[src/ssed_pkg.sv]
`default_nettype none

package ssed_pkg;

	localparam int SAMPLE_BITS = 16;
	localparam int PLANES = 3;
	localparam int LINES = 2;
	localparam int LINE_BITS = LINES * SAMPLE_BITS;
	localparam int ENTRY_BITS = PLANES * LINE_BITS;

	localparam int ROW_BITS = 12;
	localparam int CCOL_BITS = 10;
	localparam int FW_BITS = 11;
	localparam int FH_BITS = 13;
	localparam int SB_BITS = 9;
	localparam int MODE_BITS = 2;
	localparam int CFG_IDX_BITS = 2;
	localparam int CFG_DATA_BITS = 13;
	localparam int MAX_HEIGHT = 4096;

	localparam logic [CFG_IDX_BITS-1:0] REG_FRAME_WIDTH = 2'd0;
	localparam logic [CFG_IDX_BITS-1:0] REG_FRAME_HEIGHT = 2'd1;
	localparam logic [CFG_IDX_BITS-1:0] REG_SCAN_BORDER = 2'd2;
	localparam logic [CFG_IDX_BITS-1:0] REG_DETECT_MODE = 2'd3;

	localparam logic [MODE_BITS-1:0] MODE_MIN = 2'd0;
	localparam logic [MODE_BITS-1:0] MODE_MAX = 2'd1;

	localparam logic [FW_BITS-1:0] FW_RESET = 11'd640;
	localparam logic [FH_BITS-1:0] FH_RESET = 13'd480;
	localparam logic [SB_BITS-1:0] SB_RESET = 9'd1;
	localparam logic [MODE_BITS-1:0] MODE_RESET = 2'd2;

	typedef logic signed [SAMPLE_BITS-1:0] sample_t;

	typedef struct packed {
		logic frame_start;
		sample_t sample_below;
		sample_t sample_mid;
		sample_t sample_above;
	} in_t;

	typedef struct packed {
		logic center_valid;
		logic is_minimum;
		logic is_maximum;
		logic detected;
		logic [ROW_BITS-1:0] center_row;
		logic [CCOL_BITS-1:0] center_col;
		sample_t center_value;
	} out_t;

	typedef struct packed {
		logic [FW_BITS-1:0] frame_width;
		logic [FH_BITS-1:0] frame_height;
		logic [SB_BITS-1:0] scan_border;
		logic [MODE_BITS-1:0] detect_mode;
	} cfg_t;

	typedef struct packed {
		logic center_valid;
		logic [ROW_BITS-1:0] center_row;
		logic [CCOL_BITS-1:0] center_col;
	} pos_t;

endpackage

`default_nettype wire

[src/ssed_win.sv]
`default_nettype none

module ssed_win (
	input wire logic clk,
	input wire logic arst_n,
	input wire logic shift,
	input wire ssed_pkg::sample_t new_col [ssed_pkg::PLANES][3],
	output logic no_greater,
	output logic no_smaller,
	output ssed_pkg::sample_t centre
);

	ssed_pkg::sample_t win_q [ssed_pkg::PLANES][3][3];

	always_ff @(posedge clk or negedge arst_n) begin
		if (!arst_n) begin
			for (int p = 0; p < ssed_pkg::PLANES; p++) begin
				for (int i = 0; i < 3; i++) begin
					for (int j = 0; j < 3; j++) begin
						win_q[p][i][j] <= '0;
					end
				end
			end
		end else if (shift) begin
			for (int p = 0; p < ssed_pkg::PLANES; p++) begin
				for (int i = 0; i < 3; i++) begin
					win_q[p][i][0] <= win_q[p][i][1];
					win_q[p][i][1] <= win_q[p][i][2];
					win_q[p][i][2] <= new_col[p][i];
				end
			end
		end
	end

	always_comb begin
		centre = win_q[1][1][1];
		no_greater = 1'b1;
		no_smaller = 1'b1;
		for (int p = 0; p < ssed_pkg::PLANES; p++) begin
			for (int i = 0; i < 3; i++) begin
				for (int j = 0; j < 3; j++) begin
					if (centre > win_q[p][i][j]) begin
						no_greater = 1'b0;
					end
					if (centre < win_q[p][i][j]) begin
						no_smaller = 1'b0;
					end
				end
			end
		end
	end

endmodule

`default_nettype wire

[config.mk]
export PLATFORM = sky130hd
export DESIGN_NAME = ssed_win
export DESIGN_NICKNAME = d
export VERILOG_FILES = /design/src/ssed_pkg.sv /design/src/ssed_win.sv
export SDC_FILE = /design/constraint.sdc
export NUM_CORES = 1
export LEC_CHECK = 0
export BUFFER_PORTS_ARGS = -buffer_cell sky130_fd_sc_hd__buf_2
export CORE_MARGIN = 2
export CORE_UTILIZATION = 64
export DETAILED_ROUTE_END_ITERATION = 10
export PLACE_DENSITY = 0.84
export SYNTH_ARGS = -nofsm -noshare
export SYNTH_HDL_FRONTEND = slang
export SYNTH_SLANG_ARGS = --single-unit
[constraint.sdc]
create_clock -name clk -period 10.61 [get_ports clk]
set_input_delay 1.061 -clock clk [delete_from_list [all_inputs] [get_ports clk]]
set_output_delay 1.061 -clock clk [all_outputs]
set_load 0.01 [all_outputs]
==> results.yml <==
clock_tree:
  cts_sinks: 432
  clk_path_buf_depth: 3
  clk_pin_slew_ps: 60
  numCtsBuffers: 47
  root_buffer: "clkbuf_16"
  ctsHoldBuffers: 0
  cts_setup_buffers: 0
  cts_resized: 0
  cts_tree: "done"
  clk-insertion-delay-late_ps: 590
  htree_levels: 2
synth:
  yosysSeqAreaShare_pct: 41.6
  synth.cell_area_mm2: 0.0260
  avgSynthCellArea_um2: 9.00
  synth_seq_cells: 432
  synthMuxAreaShare_pct: 2.29
  synth.net_count: 3449
  synth_compound_area_share_pct: 15.3
  ys_warn_count: 0
  synth_fa_ha_area_share_pct: 20.0
  async_reset_ff_share_pct: 100
  synth_xor_area_share_pct: 0
  synthDistinctLibCells: 70
  synth_ff_type: "dfrtp_1"
  synth_simple_gate_area_share_pct: 12.8
  synth-edff-count: 0
  syn_inst: 2886
  synth_top_family_by_area: "adder cells"
worst_setup_path:
  r2r_start: "centre[6]$_DFFE_PN0P_"
  arrival_ps: 4860
  end_kind: "output pin"
  r2r_cells: 3
  startpoint: "centre[6]$_DFFE_PN0P_"
  cp-start-kind: "register"
  reg2reg_slack_ps: 9020
  timing.rr.end: "win_q[230]$_DFFE_PN0P_"
  critical_path_class: "register to output pin"
  worstPathMaxFanout: 17
  required_ps: 9550
  crit_end: "no_smaller"
layout:
  n_antenna_cell: 0
  instances_no_fill: 3575
  final_common_cell: "nand2_1"
  drive_gt1_share_pct: 10.5
  seq_area_mm2: 0.0108
  final_cell_mix: "nand2_1 (484), dfrtp_1 (432), inv_1 (428)"
  final_nets: 3579
  fillers: 2927
  syn2layout_area_growth_pct: 11.1
  fin_area_mm2: 0.0289
  multiInputGateArea_mm2: 0.0131
sta:
  fmax_mhz: 169
  fin_crit_ps: 5920
  slew_headroom_pct: 15.3
  fin_tns_setup_ps: 0
  finalHoldViolations: 0
  hold_slack_ps: 478
  finClkSkew_ps: 16.5
  rsz0062_at_grt: "no"
  period_share_pct: 55.8
  final-max-slew-violation-count: 0
  worst_slack_ps: 4690
  setup_viol: 0
  tightest_slew_ps: 1270
route:
  ant_nets: 0
  wl_per_cell_um: 19.9
  drc: 0
  drtIter0Drc: 2273
  first_pass_iters: 6
  vias: 21600
  wl_mm: 71.2
  via_per_inst: 6.04
power_and_ir_drop:
  ir_worst_vdd_uv: 139
  total_leakage_power_nw: 14.5
  powerDensity_mw_per_mm2: 179
floorplanning:
  ios: 165
  rows: 73
  die-height_um: 206
  die_w_um: 206
  core_region_area_mm2: 0.0399
  start_util_pct: 65.1
  dieArea_mm2: 0.0422
global_route:
  grt_max_degree: 281
  grt_first_pass_wirelength_mm: 114
  antenna_found_initial: 0
  grt_pass1_vias: 21900
  grt_usage_pct: 34.6
  grt-ovfl-total: 0
status:
  status: "completed"
hold_path:
  hold_class: "register to register"
placed_design:
  hpwl_mm: 49.9
  dp_cells: 3492
  place_congestion: 0.931
  preCtsSetupSlack_ps: 5570
  placed_cell_area_mm2: 0.0272
  io_buffers: 164
run:
  maxCapViolCount: 0
==> synth_stat cells (all sizes together), types with 4 or more instances <==
library cell / number / area (um2)
nand3: 29 / 145
a32oi: 4 / 35.0
nand4b: 4 / 35.0
nand2b: 15 / 93.8
a2111oi: 12 / 113
ha: 416 / 5200
a21boi: 6 / 48.8
mux2i: 10 / 100
o21ai: 427 / 2140
o21a: 5 / 37.5
and4: 6 / 52.6
o211ai: 16 / 120
nor2b: 13 / 81.3
nor3: 16 / 80.1
a21oi: 139 / 696
nand4: 80 / 507
a211oi: 18 / 135
nor2: 43 / 161
a221oi: 4 / 35.0
or4: 5 / 41.3
nand2: 484 / 1820
nor4: 18 / 119
o22ai: 4 / 25.0
mux2: 44 / 495
dfrtp: 432 / 10800
nand3b: 5 / 37.5
a31oi: 11 / 68.8
buf: 17 / 124
inv: 428 / 1610
a21o: 43 / 324
clkbuf: 90 / 338
==> power breakdown <==
part / total [mW] / switching [mW] / leakage (nW) / internal (mW)
logic: 1.46 / 0.915 / 8.40 / 0.545
clock network: 1.76 / 0.687 / 0.805 / 1.07
registers: 1.95 / 0.113 / 5.33 / 1.84
==> cell families (layout without fill, tap and decap cells) <==
| group | after synthesis | count (layout) |
|---|---|---|
| buffers and inverters | 535 | 699 |
| AND/OR/NAND/NOR | 737 | 737 |
| multiplexers | 54 | 54 |
| flip-flops | 432 | 432 |
| adder cells (fa/ha/maj) | 416 | 416 |
| AO/OA/AOI/OAI | 712 | 712 |
==> sequential cells by signal, summed over array words and instances (netlist names) <==
name	cells
win_q	416
centre	16
==> worst min path at each step <==
stage / slack, ps / end / cells past startpoint / from
final: 480 / win_q[179]$_DFFE_PN0P_ / 2 / win_q[163]$_DFFE_PN0P_
after floorplan: 450 / win_q[113]$_DFFE_PN0P_ / 2 / win_q[97]$_DFFE_PN0P_
after global routing: 500 / win_q[373]$_DFFE_PN0P_ / 2 / win_q[357]$_DFFE_PN0P_
after CTS: 480 / win_q[179]$_DFFE_PN0P_ / 2 / win_q[163]$_DFFE_PN0P_
after detailed placement: 460 / win_q[405]$_DFFE_PN0P_ / 2 / win_q[389]$_DFFE_PN0P_
after global placement: 460 / win_q[354]$_DFFE_PN0P_ / 2 / win_q[338]$_DFFE_PN0P_
==> routing by layer <==
metal,part of all wire (%),global-route usage (%),up-vias
li1,-,-,10100
met1,42,46.0,10400
met2,46,56.1,878
met3,7.3,5.02,234
met4,4.8,16.3,0
met5,0,0,-
==> stage by stage <==
stage | util, % | total power [mW]
final | 72.3 | 5.16
after global routing | 72.3 | 5.44
after CTS | 72.3 | 5.15
after detailed placement | 68.2 | 3.39
after global placement | 68.2 | 3.29
after floorplan | - | 2.89
==> layout make-up <==
cell class	count	area share [%]
clock buffer	70	4.94
clock inverter	13	0.763
inverter	428	5.56
multi-input combinational	1919	45.4
sequential	432	37.4
tap	525	2.28
timing repair buffer	188	3.62
==> critical path, cell delays in order, from the launching register on <==
cell	delay [ps]
dfrtp_1	820
buf_4	440
ha_1	290
nand2_1	70
nor4_1	70
a21boi_1	130
a2111oi_0	490
mux2i_1	250
nor4_1	560
nand3_1	150
nor4_1	730
buf_2	260
Power figures use the tool's default switching activity.
