==> config.mk <==
export PLATFORM = sky130hd
export DESIGN_NAME = ssed_pos
export DESIGN_NICKNAME = d
export VERILOG_FILES = /design/src/ssed_pkg.sv /design/src/ssed_pos.sv
export SDC_FILE = /design/constraint.sdc
export NUM_CORES = 1
export LEC_CHECK = 0
export BUFFER_PORTS_ARGS = -buffer_cell sky130_fd_sc_hd__buf_2
export CELL_PAD_IN_SITES_DETAIL_PLACEMENT = 1
export CELL_PAD_IN_SITES_GLOBAL_PLACEMENT = 1
export CORE_UTILIZATION = 30
export CTS_BUF_LIST = sky130_fd_sc_hd__clkbuf_16
export DETAILED_ROUTE_END_ITERATION = 7
export PLACE_DENSITY_LB_ADDON = 0.1
export SYNTH_ARGS = -nofsm -noshare
export SYNTH_HDL_FRONTEND = slang
export SYNTH_SLANG_ARGS = --single-unit
==> constraint.sdc <==
create_clock -name clk -period 8.57 [get_ports clk]
set_input_delay 0 -clock clk [delete_from_list [all_inputs] [get_ports clk]]
set_output_delay 0 -clock clk [all_outputs]
set_load 0.01 [all_outputs]
==> src/ssed_pkg.sv <==
`default_nettype none

package ssed_pkg;

	localparam int SAMPLE_BITS = 16;
	localparam int PLANES = 3;
	localparam int LINES = 2;
	localparam int LINE_BITS = LINES * SAMPLE_BITS;
	localparam int ENTRY_BITS = PLANES * LINE_BITS;

	localparam int ROW_BITS = 12;
	localparam int CCOL_BITS = 10;
	localparam int FW_BITS = 11;
	localparam int FH_BITS = 13;
	localparam int SB_BITS = 9;
	localparam int MODE_BITS = 2;
	localparam int CFG_IDX_BITS = 2;
	localparam int CFG_DATA_BITS = 13;
	localparam int MAX_HEIGHT = 4096;

	localparam logic [CFG_IDX_BITS-1:0] REG_FRAME_WIDTH = 2'd0;
	localparam logic [CFG_IDX_BITS-1:0] REG_FRAME_HEIGHT = 2'd1;
	localparam logic [CFG_IDX_BITS-1:0] REG_SCAN_BORDER = 2'd2;
	localparam logic [CFG_IDX_BITS-1:0] REG_DETECT_MODE = 2'd3;

	localparam logic [MODE_BITS-1:0] MODE_MIN = 2'd0;
	localparam logic [MODE_BITS-1:0] MODE_MAX = 2'd1;

	localparam logic [FW_BITS-1:0] FW_RESET = 11'd640;
	localparam logic [FH_BITS-1:0] FH_RESET = 13'd480;
	localparam logic [SB_BITS-1:0] SB_RESET = 9'd1;
	localparam logic [MODE_BITS-1:0] MODE_RESET = 2'd2;

	typedef logic signed [SAMPLE_BITS-1:0] sample_t;

	typedef struct packed {
		logic frame_start;
		sample_t sample_below;
		sample_t sample_mid;
		sample_t sample_above;
	} in_t;

	typedef struct packed {
		logic center_valid;
		logic is_minimum;
		logic is_maximum;
		logic detected;
		logic [ROW_BITS-1:0] center_row;
		logic [CCOL_BITS-1:0] center_col;
		sample_t center_value;
	} out_t;

	typedef struct packed {
		logic [FW_BITS-1:0] frame_width;
		logic [FH_BITS-1:0] frame_height;
		logic [SB_BITS-1:0] scan_border;
		logic [MODE_BITS-1:0] detect_mode;
	} cfg_t;

	typedef struct packed {
		logic center_valid;
		logic [ROW_BITS-1:0] center_row;
		logic [CCOL_BITS-1:0] center_col;
	} pos_t;

endpackage

`default_nettype wire

==> src/ssed_pos.sv <==
`default_nettype none

module ssed_pos #(
	parameter int MAX_WIDTH = 1024,
	parameter int COL_W = 10
) (
	input wire logic clk,
	input wire logic arst_n,
	input wire logic advance,
	input wire logic frame_start,
	input wire ssed_pkg::cfg_t cfg,
	output logic [COL_W-1:0] addr,
	output ssed_pkg::pos_t pos
);

	localparam int WCW = ($clog2(MAX_WIDTH + 1) > ssed_pkg::FW_BITS) ?
		$clog2(MAX_WIDTH + 1) : ssed_pkg::FW_BITS;
	localparam int SUMW = WCW + 1;
	localparam int HSW = ssed_pkg::FH_BITS + 1;
	localparam int CCW = (COL_W > ssed_pkg::CCOL_BITS) ? COL_W : ssed_pkg::CCOL_BITS;

	logic [COL_W-1:0] col_q;
	logic [COL_W-1:0] col_cur;
	logic [ssed_pkg::ROW_BITS-1:0] row_q;
	logic [ssed_pkg::ROW_BITS-1:0] row_cur;
	logic [ssed_pkg::ROW_BITS-1:0] cr;
	logic [WCW-1:0] w_eff;
	logic [WCW-1:0] col_inc;
	logic [ssed_pkg::FH_BITS-1:0] h_eff;
	logic [ssed_pkg::FH_BITS-1:0] row_inc;
	logic [ssed_pkg::SB_BITS-1:0] sb_eff;
	logic [CCW-1:0] cc_full;
	logic [SUMW-1:0] cc_s;
	logic valid;

	always_comb begin
		if (WCW'(cfg.frame_width) > WCW'(MAX_WIDTH)) begin
			w_eff = WCW'(MAX_WIDTH);
		end else if (cfg.frame_width == '0) begin
			w_eff = WCW'(1);
		end else begin
			w_eff = WCW'(cfg.frame_width);
		end
		if (cfg.frame_height > ssed_pkg::FH_BITS'(ssed_pkg::MAX_HEIGHT)) begin
			h_eff = ssed_pkg::FH_BITS'(ssed_pkg::MAX_HEIGHT);
		end else if (cfg.frame_height == '0) begin
			h_eff = ssed_pkg::FH_BITS'(1);
		end else begin
			h_eff = cfg.frame_height;
		end
		sb_eff = (cfg.scan_border == '0) ? ssed_pkg::SB_BITS'(1) : cfg.scan_border;

		col_cur = frame_start ? '0 : col_q;
		row_cur = frame_start ? '0 : row_q;
		if (WCW'(col_cur) >= w_eff) begin
			col_cur = '0;
		end
		if (ssed_pkg::FH_BITS'(row_cur) >= h_eff) begin
			row_cur = '0;
		end

		cr = row_cur - ssed_pkg::ROW_BITS'(1);
		cc_full = CCW'(col_cur) - CCW'(1);
		cc_s = SUMW'(col_cur) - SUMW'(1);
		valid = (row_cur != '0) && (col_cur != '0)
			&& (cr >= ssed_pkg::ROW_BITS'(sb_eff))
			&& (HSW'(cr) + HSW'(sb_eff) + HSW'(1) <= HSW'(h_eff))
			&& (cc_s >= SUMW'(sb_eff))
			&& (cc_s + SUMW'(sb_eff) + SUMW'(1) <= SUMW'(w_eff));

		col_inc = WCW'(col_cur) + WCW'(1);
		row_inc = ssed_pkg::FH_BITS'(row_cur) + ssed_pkg::FH_BITS'(1);

		addr = col_cur;
		pos.center_valid = valid;
		pos.center_row = cr;
		pos.center_col = cc_full[ssed_pkg::CCOL_BITS-1:0];
	end

	always_ff @(posedge clk or negedge arst_n) begin
		if (!arst_n) begin
			col_q <= '0;
			row_q <= '0;
		end else if (advance) begin
			if (col_inc >= w_eff) begin
				col_q <= '0;
				if (row_inc >= h_eff) begin
					row_q <= '0;
				end else begin
					row_q <= row_inc[ssed_pkg::ROW_BITS-1:0];
				end
			end else begin
				col_q <= col_inc[COL_W-1:0];
				row_q <= row_cur;
			end
		end
	end

endmodule

`default_nettype wire

==> impl_metrics.py <==
metrics = {
    "status": {
        "status": "completed",
    },
    "final_layout": {
        "mostFrequentLayoutCells": "ha_1, buf_2, nand2_1",
        "num_antenna_cells": 0,
        "drive_gt1_frac": 0.116,
        "syn_to_final_growth_pct": 11.3,
        "fin_cells": 942,
        "final_nets": 875,
        "n_fill_cell": 2076,
        "layout_commonest_cell": "ha_1",
        "seqCellArea_um2": 551,
        "multi_input_area_um2": 4240,
    },
    "critical_path": {
        "cpMaxStageDelayCell": "or4_1",
        "path_buf_inv": 1,
        "crit_type": "reg2out",
        "cp.arrival_ns": 7.26,
        "rrSetupSlack_ns": 2.16,
        "required_ns": 8.57,
        "critPathCaptureType": "output pin",
        "cp_top_family": "simple AND/OR/NAND/NOR gates",
        "cp_common_cell": "ha_1",
        "r2r_start": "row_q[10]",
        "critPathMaxStageDelay_ns": 0.55,
        "timing.rr.end": "row_q[9]",
        "worst-path-max-fanout": 15,
        "worst_r2r_path_depth": 22,
        "start_kind": "flop",
    },
    "placement": {
        "io_buffers": 69,
        "dp.cells": 937,
        "place_ws_ns": 1.66,
        "place_hpwl_um": 14800,
        "gp_congestion": 0.800,
    },
    "cts": {
        "clock_latency_ns": 0.26,
        "cts_tree": "built",
        "numCtsBuffers": 3,
        "clock-sinks": 22,
        "cts-resized-gates": 0,
        "htree_levels": 1,
        "clkTransAtPathRegs_ns": 0.06,
        "root_buffer": "clkbuf_16",
        "cts_buffer_depth": 2,
    },
    "detailed_routing": {
        "route.vias.total": 5052,
        "dr.first_iter.drc_count": 162,
        "ant_nets": 0,
        "drt-pass1-iter-count": 4,
        "post-route-drc-count": 0,
        "finalWirelength_um": 17600,
        "avgRoutedWirePerCell_um": 18.7,
        "via_per_inst": 5.36,
    },
    "yosys": {
        "ys.warnings.count": 0,
        "synthFlopType": "dfrtp_1",
        "synthXorXnorAreaFrac": 0.0788,
        "synthAdderAreaFrac": 0.280,
        "synthSimpleGateAreaFrac": 0.261,
        "synthArstFlopShare": 1.00,
        "syn_inst": 687,
        "synth_cell_types": 64,
        "synth.avg_cell_area_um2": 7.44,
        "synth_mux_area_frac": 0,
        "seq_area_frac_synth": 0.108,
        "ys_seq_elements": 22,
        "synth_top_family_by_area": "adder cells",
        "syn-num-nets": 839,
        "synth_area_um2": 5110,
        "synth_compound_area_frac": 0.211,
        "synth_edf_count": 0,
    },
    "power": {
        "powerDensity_nw_per_um2": 129,
        "leakagePower_nw": 2.74,
        "max-vdd-ir-drop_v": 0.0000586,
    },
    "global_route": {
        "antenna_found_initial": 0,
        "grtUsageTotal": 0.200,
        "grt-ovfl-total": 0,
        "grt_pass1_vias": 5271,
        "grt_max_degree": 27,
        "grt_pass1_wl_um": 28200,
    },
    "die": {
        "die_area_um2": 17600,
        "start_util": 0.308,
        "die_y_um": 133,
        "die_x_um": 133,
        "core-area_um2": 16600,
        "num_io_pins": 72,
        "num_rows": 47,
    },
    "timing": {
        "min_period_over_period": 0.847,
        "fmax_ghz": 0.138,
        "layout_min_cycle_time_ns": 7.26,
        "setup_slack_ns": 1.31,
        "hold_slack_ns": 0.0947,
        "final_hold_viol_count": 0,
        "final.setup.tns_ns": 0,
        "drv_slew": 0,
        "tightest_slew_ns": 1.11,
        "max_slew_margin": 0.257,
        "fin_skew_ns": 0.00204,
        "grt_setup_unrepaired": "false",
        "setup_viol": 0,
    },
    "hold_path": {
        "hold_end": "col_q[1]",
        "hold_path_class": "in2reg",
        "holdPathStages": 3,
        "hp-start": "advance",
    },
    "flow_run": {
        "max_cap_viol_count": 0,
    },
}
## area by class of cell
cell class,count,area share
clock buffer,3,0.0132
clock inverter,1,0.00528
inverter,42,0.0277
multi-input combinational,584,0.746
sequential,22,0.0968
tap,220,0.0484
timing repair buffer,70,0.0625
## report_power, final
part           internal, mW  total (mW)  switching (mW)
combinational         0.192       0.484           0.292
sequential            0.108       0.117         0.00917
clock                0.0928       0.133          0.0404
## cells by family after synthesis
group,after synthesis
simple gates,265
compound gates,160
fa+ha+maj,113
flops,22
buf+inv,81
xor+xnor,46
## flip-flops by register name, summed over array words and instances (netlist names)
| signal | cells |
|---|---|
| col_q | 10 |
| row_q | 12 |
## synth_stat cells (all sizes together), types with 6 or more instances
library cell,instances,area (um^2)
and3,14,87.6
a21oi,36,180
ha,111,1390
nor4,14,93.8
xor2,20,175
o31ai,11,82.6
a21o,7,52.6
nand2b,15,93.8
nand3,19,95.1
nor2b,25,156
nor2,61,229
a211oi,7,52.6
a31oi,8,50.1
o21ai,39,195
nand4,9,56.3
inv,42,158
nand2,68,260
a22o,12,105
dfrtp,22,551
nor3,16,80.1
xnor2,26,228
and2,7,43.8
nor3b,6,55.1
clkbuf,34,128
## metrics by stage
step	power, mW	instance area, um^2	util
after floorplan	0.460	5110	-
after global placement	0.585	5570	0.336
after detailed placement	0.603	5570	0.336
after CTS	0.741	5690	0.343
after global routing	0.806	5690	0.343
final	0.734	5690	0.343
## routing by layer
layer | track usage | part of all wire | vias up
met5 | 0 | 0 | -
li1 | - | - | 2518
met3 | 0.00920 | 0.031 | 6
met2 | 0.343 | 0.46 | 84
met1 | 0.285 | 0.50 | 2444
met4 | 0.0166 | 0.0031 | 0
## worst reg2reg max path, delay by kind of cell (launching register included)
kind	cells	cell delay [ns]
xor+xnor	1	0.16
fa+ha+maj	3	0.86
buf+inv	1	0.06
flops	1	0.54
compound gates	6	1.53
simple gates	11	3.18
## worst max-delay path by stage
stage	startpoint	endpoint	slack, ns	cells past startpoint
after floorplan	row_q[11]	pos[22]	2.46	30
after global placement	row_q[10]	pos[22]	1.65	26
after detailed placement	row_q[10]	pos[22]	1.66	26
after CTS	row_q[10]	pos[22]	1.34	26
after global routing	col_q[9]	pos[22]	0.56	25
final	row_q[10]	pos[22]	1.31	26
## what timing repair did
item / CTS / global route
hold endpoints to repair: 22 / 0
hold buffers: 1 / 0
setup buffers: 0 / 0
setup endpoints to repair: 0 / 0
(Power assumes the default switching activity.)
