$ cat src/ssed_ram.sv
`default_nettype none

module ssed_ram #(
	parameter int WIDTH = 8,
	parameter int DEPTH = 16
) (
	input wire logic clk,
	input wire logic we,
	input wire logic [$clog2(DEPTH)-1:0] waddr,
	input wire logic [WIDTH-1:0] wdata,
	input wire logic re,
	input wire logic [$clog2(DEPTH)-1:0] raddr,
	output logic [WIDTH-1:0] rdata
);

	logic [WIDTH-1:0] mem [DEPTH];

	always_ff @(posedge clk) begin
		if (we) begin
			mem[waddr] <= wdata;
		end
		if (re) begin
			rdata <= mem[raddr];
		end
	end

endmodule

`default_nettype wire

$ cat config.mk
export PLATFORM = sky130hd
export DESIGN_NAME = ssed_ram
export DESIGN_NICKNAME = d
export VERILOG_FILES = /design/src/ssed_ram.sv
export SDC_FILE = /design/constraint.sdc
export NUM_CORES = 1
export LEC_CHECK = 0
export BUFFER_PORTS_ARGS = -buffer_cell sky130_fd_sc_hd__buf_4
export CAP_MARGIN = 20
export CORE_MARGIN = 5
export CORE_UTILIZATION = 35
export CTS_CLUSTER_SIZE = 14
export DETAILED_ROUTE_END_ITERATION = 16
export PLACE_DENSITY = 0.47
export SYNTH_ARGS = -nofsm -noshare
export SYNTH_HDL_FRONTEND = slang
export SYNTH_SLANG_ARGS = --single-unit
$ cat constraint.sdc
create_clock -name clk -period 2.73 [get_ports clk]
set_input_delay 0.6825 -clock clk [delete_from_list [all_inputs] [get_ports clk]]
set_output_delay 0.6825 -clock clk [all_outputs]
set_load 0.03 [all_outputs]
==> results of run 1 <==
## worst min path at each step
stage                                      end  slack (ps)            startpoint
after floorplan             rdata[0]$_DFFE_PP_         700   mem[7][0]$_DFFE_PP_
after global placement      rdata[2]$_DFFE_PP_         730  mem[11][2]$_DFFE_PP_
after detailed placement    rdata[2]$_DFFE_PP_         740  mem[12][2]$_DFFE_PP_
after CTS                  mem[6][3]$_DFFE_PP_         560              wdata[3]
after global routing       mem[6][3]$_DFFE_PP_         570              wdata[3]
final                     mem[13][0]$_DFFE_PP_         580              wdata[0]
## layer usage
layer	vias to the layer above	GRT usage, %
met5	-	0
met3	12	4.237
li1	1095	-
met1	1275	18.50
met2	67	18.42
met4	0	4.581
## final cells by class
cell class,count,share of cell area (%)
Tap cell,184,3.625
Sequential cell,136,64.30
Clock buffer,19,6.816
Multi-Input combinational cell,83,16.65
Timing Repair Buffer,47,5.753
Clock inverter,12,2.857
## placed cells by master (no fill, tap or decap), drive strengths merged
| cell type | n |
|---|---|
| or3b | 1 |
| nor2b | 1 |
| nand3b | 2 |
| clkbuf | 19 |
| nand2b | 2 |
| nand2 | 9 |
| mux4 | 32 |
| nor2 | 13 |
| nand3 | 1 |
| buf | 47 |
| edfxtp | 136 |
| nor3 | 4 |
| a22oi | 16 |
| bufinv | 5 |
| and2 | 1 |
| and2b | 1 |
| clkinv | 7 |
## report_power, final
group | switching, mW | internal [mW] | leakage (nW)
clock network | 0.786 | 1.60 | 0.303
logic | 0.143 | 0.105 | 0.611
registers | 0.0122 | 2.35 | 1.24
## per-stage QoR
step	utilization, %	power, mW	hold slack, ps	cells	worst slack, ps
detailed placement	39.32	2.665	742.3	450	316.6
floorplan	-	2.545	704.8	229	554.6
finish	43.53	4.998	575.7	481	805.0
CTS	43.53	5.050	561.8	481	763.3
global placement	39.32	2.663	729.6	450	333.5
global route	43.53	5.161	567.8	481	661.8
## cell families (layout without fill, tap and decap cells)
family	Yosys count	count (layout)
multiplexers	32	32
flip-flops	136	136
buffers and inverters	10	78
AO/OA/AOI/OAI	16	16
AND/OR/NAND/NOR	35	35
## flip-flops by register name, summed over array words and instances, names as in the netlist
name / cells
mem: 128
rdata: 8
==> key figures, run 1 <==
Run status
  • Outcome: finished, final reports clean

Yosys
  • XOR/XNOR share of the synthesized area: 0%
  • Main flop type after synthesis: edfxtp_1
  • Largest family of logic cells by synthesized area: multiplexers
  • Yosys reg bits: 136
  • Number of enable flip-flop cells after synthesis: about 140
  • Share of the synthesized area in the top cell type: between 70% and 80%
  • Mapped Area: roughly 5200 um2
  • Area contributors post-synth: edfxtp_1, mux4_2, mux4_1, a22oi_1, nor2_1
  • Post-synth net total: around 250
  • Synth async-reset ratio: 0%
  • Complex-gate fraction of the synthesized area: under 10%
  • Yosys warns: 0
  • Mux cell area share after synthesis: 14.79%
  • Synth unique cells: 18
  • Synth top cells by count: edfxtp_1, mux4_2, a22oi_1, mux4_1, nor2_1
  • Area share of and/or/nand/nor cells after synthesis: approximately 3.1%
  • Syn_area_per_cell: ~23 um2
  • Sequential share of the synthesized area: between 70% and 80%
  • Cells after synthesis: between 200 and 250
  • Count leader, synth: edfxtp_1
  • Area leader, netlist: edfxtp_1
  • Adder-cell share of the synthesized area: 0%

Worst setup path
  • Worst path max stage delay: ~560 ps
  • Reg2reg start: mem[9][4]$_DFFE_PP_
  • Worst setup path end: rdata[3]$_DFFE_PP_
  • Crit-path max FO: 16
  • Crit. Startpoint: raddr[0]
  • Kind of critical path: in2reg
  • Crit path capture type: flop
  • Cell family with most CP delay: multiplexers
  • Crit path buf inv count: 2
  • Worst path depth: 5
  • Capturing point of the worst reg2reg path: rdata[4]$_DFFE_PP_
  • WP data arrival: between 2000 and 2500 ps
  • Crit-path cells: buf_4, buf_12, mux4_1, a22oi_1, nand2_1
  • CP Data Required Time: between 2000 and 3000 ps
  • Startpoint types: primary input
  • Worst Reg2Reg Path Length in Cells: 3
  • Internal reg-to-reg setup slack: between 1000 and 1500 ps
  • CP max-delay cell: mux4_1

Timing
  • Actual slew at the worst max-slew pin: 465.8 ps
  • Final period util: between 70% and 80%
  • Setup violation total in the final timing report: 0
  • Max Freq: 519.5 MHz
  • RSZ-0062 raised after global routing: no
  • Slew Viols, Final: 0
  • Setup TNS: 0 ps
  • Slew HR: about 69%
  • Endpoints failing hold: 0
  • Fin crit period: 1925 ps
  • Clock Skews: 6.983 ps

Global routing
  • Grt ovf: 0
  • Pin count of the biggest net entering global routing: 30
  • Vias in the first global route: 2628
  • Global-route wire length before repair: approximately 16 mm
  • Gr usage total: 12.88%
  • Initial antenna violation count: 0

Routing
  • DRC Markers: 0
  • Top layer in use: met4
  • Met3 wire length: roughly 500 um
  • Wl on met1: ~5.2 mm
  • Iteration-0 DRC count of the detailed router: approximately 200
  • Final wirelength: about 11 mm
  • Routed len/inst: 22.19 um
  • WL met2: 4.853 mm
  • Vias: approximately 2400
  • Antenna viol nets, final: 0
  • DRT Pass-1 Iters: 4
  • Vias/cell: 5.091

Placed design
  • DP Wirelength: roughly 6.6 mm
  • GPL Wtd Cong: 0.6800
  • Placed Area: about 5700 um2
  • PortBufs: 26

Clock network
  • Hold bufs inserted after CTS: 0
  • Total CTS buffers: 17
  • Clk Latency, worst-skew pair: 410 ps
  • # resized after CTS: 0
  • CTS Root Cell: clkbuf_16
  • CTS tree: built
  • Worst-path clk slew: roughly 50 ps
  • H-tree levels: 4
  • CTS Sinks: ~140
  • Postcts setup bufs: 0
  • CTS Buffer Depth: 2

Layout
  • Final net count: 304
  • Fin area: between 6000 and 7000 um2
  • Multi-input logic area: between 1000 and 1500 um2
  • Ant diodes: 0
  • P&R area growth vs syn: 21.49%
  • Layout cells sized above 1: slightly above 30%
  • Register area: around 4100 um2
  • Filler Cell Count: ~1200

Power and ir drop
  • Static Leak: roughly 2.1 nW
  • Max VDD drop: 0.4143 mV
  • Power per cell area: 786.9 nW/um2

Min path
  • Hold depth: 1
  • Worst hold-check path type: in2reg

Floorplanning
  • Die height: between 100 and 150 um
  • Die area: between 15000 and 20000 um2
  • Core ar.: between 10000 and 15000 um2
  • Die width: between 100 and 150 um
  • Io pins: 27
  • Initial Utilization: 35.83%
  • Rows: 44

Run
  • Max-Cap Viols: 0
No activity file was read; power rests on OpenSTA's default activity.
==> run 2: changes to the inputs <==
Settings changed: ABC_AREA set to 1, PLACE_DENSITY 0.47 to 0.49.
Clock period 2.73 ns to 1.7 ns, I/O delays scaled along.
==> key figures, run 2 <==
Worst setup path
  • Crit-path cells: buf_4 (was buf_4, buf_12, mux4_1, a22oi_1, nand2_1)
  • Worst setup path end: rdata[2] (was rdata[3]$_DFFE_PP_)
  • Worst Reg2Reg Path Length in Cells: 6 (was 3)
  • CP max-delay cell: edfxtp_1 (was mux4_1)
  • Internal reg-to-reg setup slack: 500 ps (was 1180 ps)
  • Reg2reg start: mem[5][3]$_DFFE_PP_ (was mem[9][4]$_DFFE_PP_)
  • Crit path capture type: output pin (was flop)
  • Crit path buf inv count: 1 (was 2)
  • WP data arrival: 1050 ps (was 2090 ps)
  • Crit. Startpoint: rdata[2]$_DFFE_PP_ (was raddr[0])
  • Cell family with most CP delay: flip-flops (was multiplexers)
  • Worst path depth: 1 (was 5)
  • Startpoint types: flop (was primary input)
  • Crit-path max FO: 1 (was 16)
  • CP Data Required Time: 1270 ps (was 2890 ps)
  • Capturing point of the worst reg2reg path: rdata[3]$_DFFE_PP_ (was rdata[4]$_DFFE_PP_)
  • Worst path max stage delay: 430 ps (was 560 ps)
  • Kind of critical path: reg2out (was in2reg)

Layout
  • P&R area growth vs syn: 19.77% (was 21.49%)
  • Ant diodes: 0 (unchanged)
  • Max reg flops: 128 (unchanged)
  • Largest regs: mem (128), rdata (8) (unchanged)
  • Commonest cells after routing, fill and taps aside: nand2_1, edfxtp_1, inv_1 (was edfxtp_1, buf_4, mux4_2)
  • Largest Register: mem (unchanged)
  • Final net count: 618 (was 304)
  • Fin area: 7003 um2 (was 6351 um2)
  • Commonest non-fill, non-tap cell in the layout: nand2_1 (was edfxtp_1)
  • Layout cells sized above 1: 13.73% (was 30.98%)

Global routing
  • Pin count of the biggest net entering global routing: 44 (was 30)
  • Vias in the first global route: 3788 (was 2628)
  • Initial antenna violation count: 0 (unchanged)
  • Grt ovf: 0 (unchanged)
  • Global-route wire length before repair: 22.18 mm (was 16.08 mm)
  • Gr usage total: 15.34% (was 12.88%)

Placed design
  • DP Wirelength: 9.155 mm (was 6.624 mm)
  • PortBufs: 26 (unchanged)
  • Dpl ws: 33.91 ps (was 316.6 ps)
  • GPL Wtd Cong: 0.8551 (was 0.6800)
  • Placed Area: 6416 um2 (was 5737 um2)

Timing
  • Setup violation total in the final timing report: 0 (unchanged)
  • Actual slew at the worst max-slew pin: 288.7 ps (was 465.8 ps)
  • Clock Skews: 7.272 ps (was 6.983 ps)
  • Endpoints failing hold: 0 (unchanged)
  • Final period util: about 87%
  • RSZ-0062 raised after global routing: no (unchanged)
  • Max Freq: 677.5 MHz
  • Final worst setup slack: 224.0 ps (was 805.0 ps)
  • Fin crit period: about 1500 ps
  • Setup TNS: 0 ps (unchanged)
  • Slew HR: 80.72% (was 68.95%)
  • Slew Viols, Final: 0 (unchanged)

Clock network
  • Clk Latency, worst-skew pair: 420 ps (was 410 ps)
  • CTS Root Cell: clkbuf_16 (unchanged)
  • CTS Buffer Depth: 2 (unchanged)
  • H-tree levels: 4 (unchanged)
  • CTS Sinks: 136 (unchanged)
  • Hold bufs inserted after CTS: 0 (unchanged)
  • Total CTS buffers: 17 (unchanged)
  • # resized after CTS: 0 (unchanged)
  • CTS tree: built (unchanged)
  • Worst-path clk slew: 60 ps (was 50 ps)
  • Postcts setup bufs: 0 (unchanged)

Power and ir drop
  • Tot Pwr: 7.995 mW (was 4.998 mW)
  • Logic gate share of total power: 6.8% (was 5.0%)
  • Max VDD drop: 0.7703 mV (was 0.4143 mV)
  • Sw Share: 21.99% (was 18.85%)
  • Static Leak: 2.995 nW (was 2.150 nW)
  • P_sw: 1.758 mW (was 942.2 uW)
  • Clock power share: 45.7% (was 47.7%)
  • Reg power frac: 47.5% (was 47.3%)
  • Power per cell area: 1142 nW/um2 (was 786.9 nW/um2)
  • Int Power: 6.237 mW (was 4.056 mW)

Yosys
  • Sequential share of the synthesized area: 69.85% (was 78.12%)
  • Number of enable flip-flop cells after synthesis: 136 (unchanged)
  • Share of the synthesized area in the top cell type: 69.85% (was 78.12%)
  • Main flop type after synthesis: edfxtp_1 (unchanged)
  • Cells after synthesis: 551 (was 229)
  • Post-synth net total: 570 (was 248)
  • Yosys warns: 0 (unchanged)
  • Synth top cells by count: nand2_1, edfxtp_1, inv_1, nand3_1, nor2_1 (was edfxtp_1, mux4_2, a22oi_1, mux4_1, nor2_1)
  • Count leader, synth: nand2_1 (was edfxtp_1)
  • Yosys reg bits: 136 (unchanged)
  • Syn_area_per_cell: 10.61 um2 (was 22.83 um2)
  • Mapped Area: 5847 um2 (was 5228 um2)
  • Synth unique cells: 11 (was 18)
  • Area leader, netlist: edfxtp_1 (unchanged)
  • Synth async-reset ratio: 0% (unchanged)
  • Area contributors post-synth: edfxtp_1, nand2_1, nand3_1, inv_1, buf_6 (was edfxtp_1, mux4_2, mux4_1, a22oi_1, nor2_1)

Run status
  • Outcome: finished, final reports clean (unchanged)

Floorplanning
  • Rows: 47 (was 44)
  • Core ar.: 16470 um2 (was 14590 um2)
  • Die area: 19390 um2 (was 17480 um2)
  • Initial Utilization: 35.51% (was 35.83%)
  • Die height: 139.3 um (was 132.2 um)
  • Die width: 139.3 um (was 132.2 um)
  • Io pins: 27 (unchanged)

Routing
  • Vias/cell: 4.638 (was 5.091)
  • DRT Pass-1 Iters: 4 (unchanged)
  • Iteration-0 DRC count of the detailed router: 311 (was 195)
  • Final wirelength: 14.28 mm (was 10.68 mm)
  • Vias: 3859 (was 2449)
  • Antenna viol nets, final: 0 (unchanged)
  • Routed len/inst: 17.16 um (was 22.19 um)
  • DRC Markers: 0 (unchanged)

Min path
  • Worst hold-check path type: in2reg (unchanged)

Run
  • Max-Cap Viols: 0 (unchanged)
## run 2: cell count changes in the layout (fill, tap and decap cells not counted), moves of 14 or more
cell     change
inv_1      +100
nand2_1    +164
a22oi_1     -16
mux4_1      -14
mux4_2      -18
nand3_1     +96
## run 2: metrics by stage
step	utilization [%]	std cells	hold WS, ps
CTS	42.53	832	303.8
global route	42.53	832	310.5
floorplan	-	551	523.9
global placement	38.97	800	728.0
finish	42.53	832	309.3
detailed placement	38.97	800	722.5
## run 2: layout make-up
class	count	area, um2
Clock buffer	18	429.2
Clock inverter	14	157.7
Fill cell	1602	9463
Inverter	102	382.9
Multi-Input combinational cell	289	1214
Sequential cell	136	4084
Tap cell	220	275.3
Timing Repair Buffer	53	460.4
## run 2: worst min path at each step
| stage | startpoint | endpoint | slack (ps) | cells past startpoint |
|---|---|---|---|---|
| 6_report | re | rdata[6]$_DFFE_PP_ | 310 | 1 |
| 5_1_grt | re | rdata[1]$_DFFE_PP_ | 310 | 1 |
| 4_1_cts | re | rdata[0]$_DFFE_PP_ | 300 | 1 |
| 3_5_place_dp | mem[10][3]$_DFFE_PP_ | rdata[3]$_DFFE_PP_ | 720 | 6 |
| 3_3_place_gp | mem[10][3]$_DFFE_PP_ | rdata[3]$_DFFE_PP_ | 730 | 6 |
| 2_1_floorplan | wdata[0] | mem[0][0]$_DFFE_PP_ | 520 | 0 |
## run 2: logic make-up (layout without fill, tap and decap cells)
group / after synthesis / in the layout / share of synthesized area [%]
buf+inv: 126 / 187 / 9.394
flops: 136 / 136 / 69.85
simple gates: 289 / 289 / 20.76
## run 2: metal layers
| layer | up-vias | global-route usage, % | part of all wire, % |
|---|---|---|---|
| li1 | 1878 | - | - |
| met5 | - | 0 | 0 |
| met2 | 108 | 23.36 | 46 |
| met4 | 0 | 6.900 | 2.9 |
| met1 | 1846 | 21.13 | 46 |
| met3 | 27 | 3.328 | 4.7 |
## run 2: power groups by stage
stage	registers, mW	clock network (mW)	logic [mW]
after floorplan	3.90	0	0.265
after global routing	3.81	3.86	0.595
after detailed placement	3.87	0	0.548
after global placement	3.87	0	0.545
final	3.80	3.65	0.540
after CTS	3.80	3.71	0.551
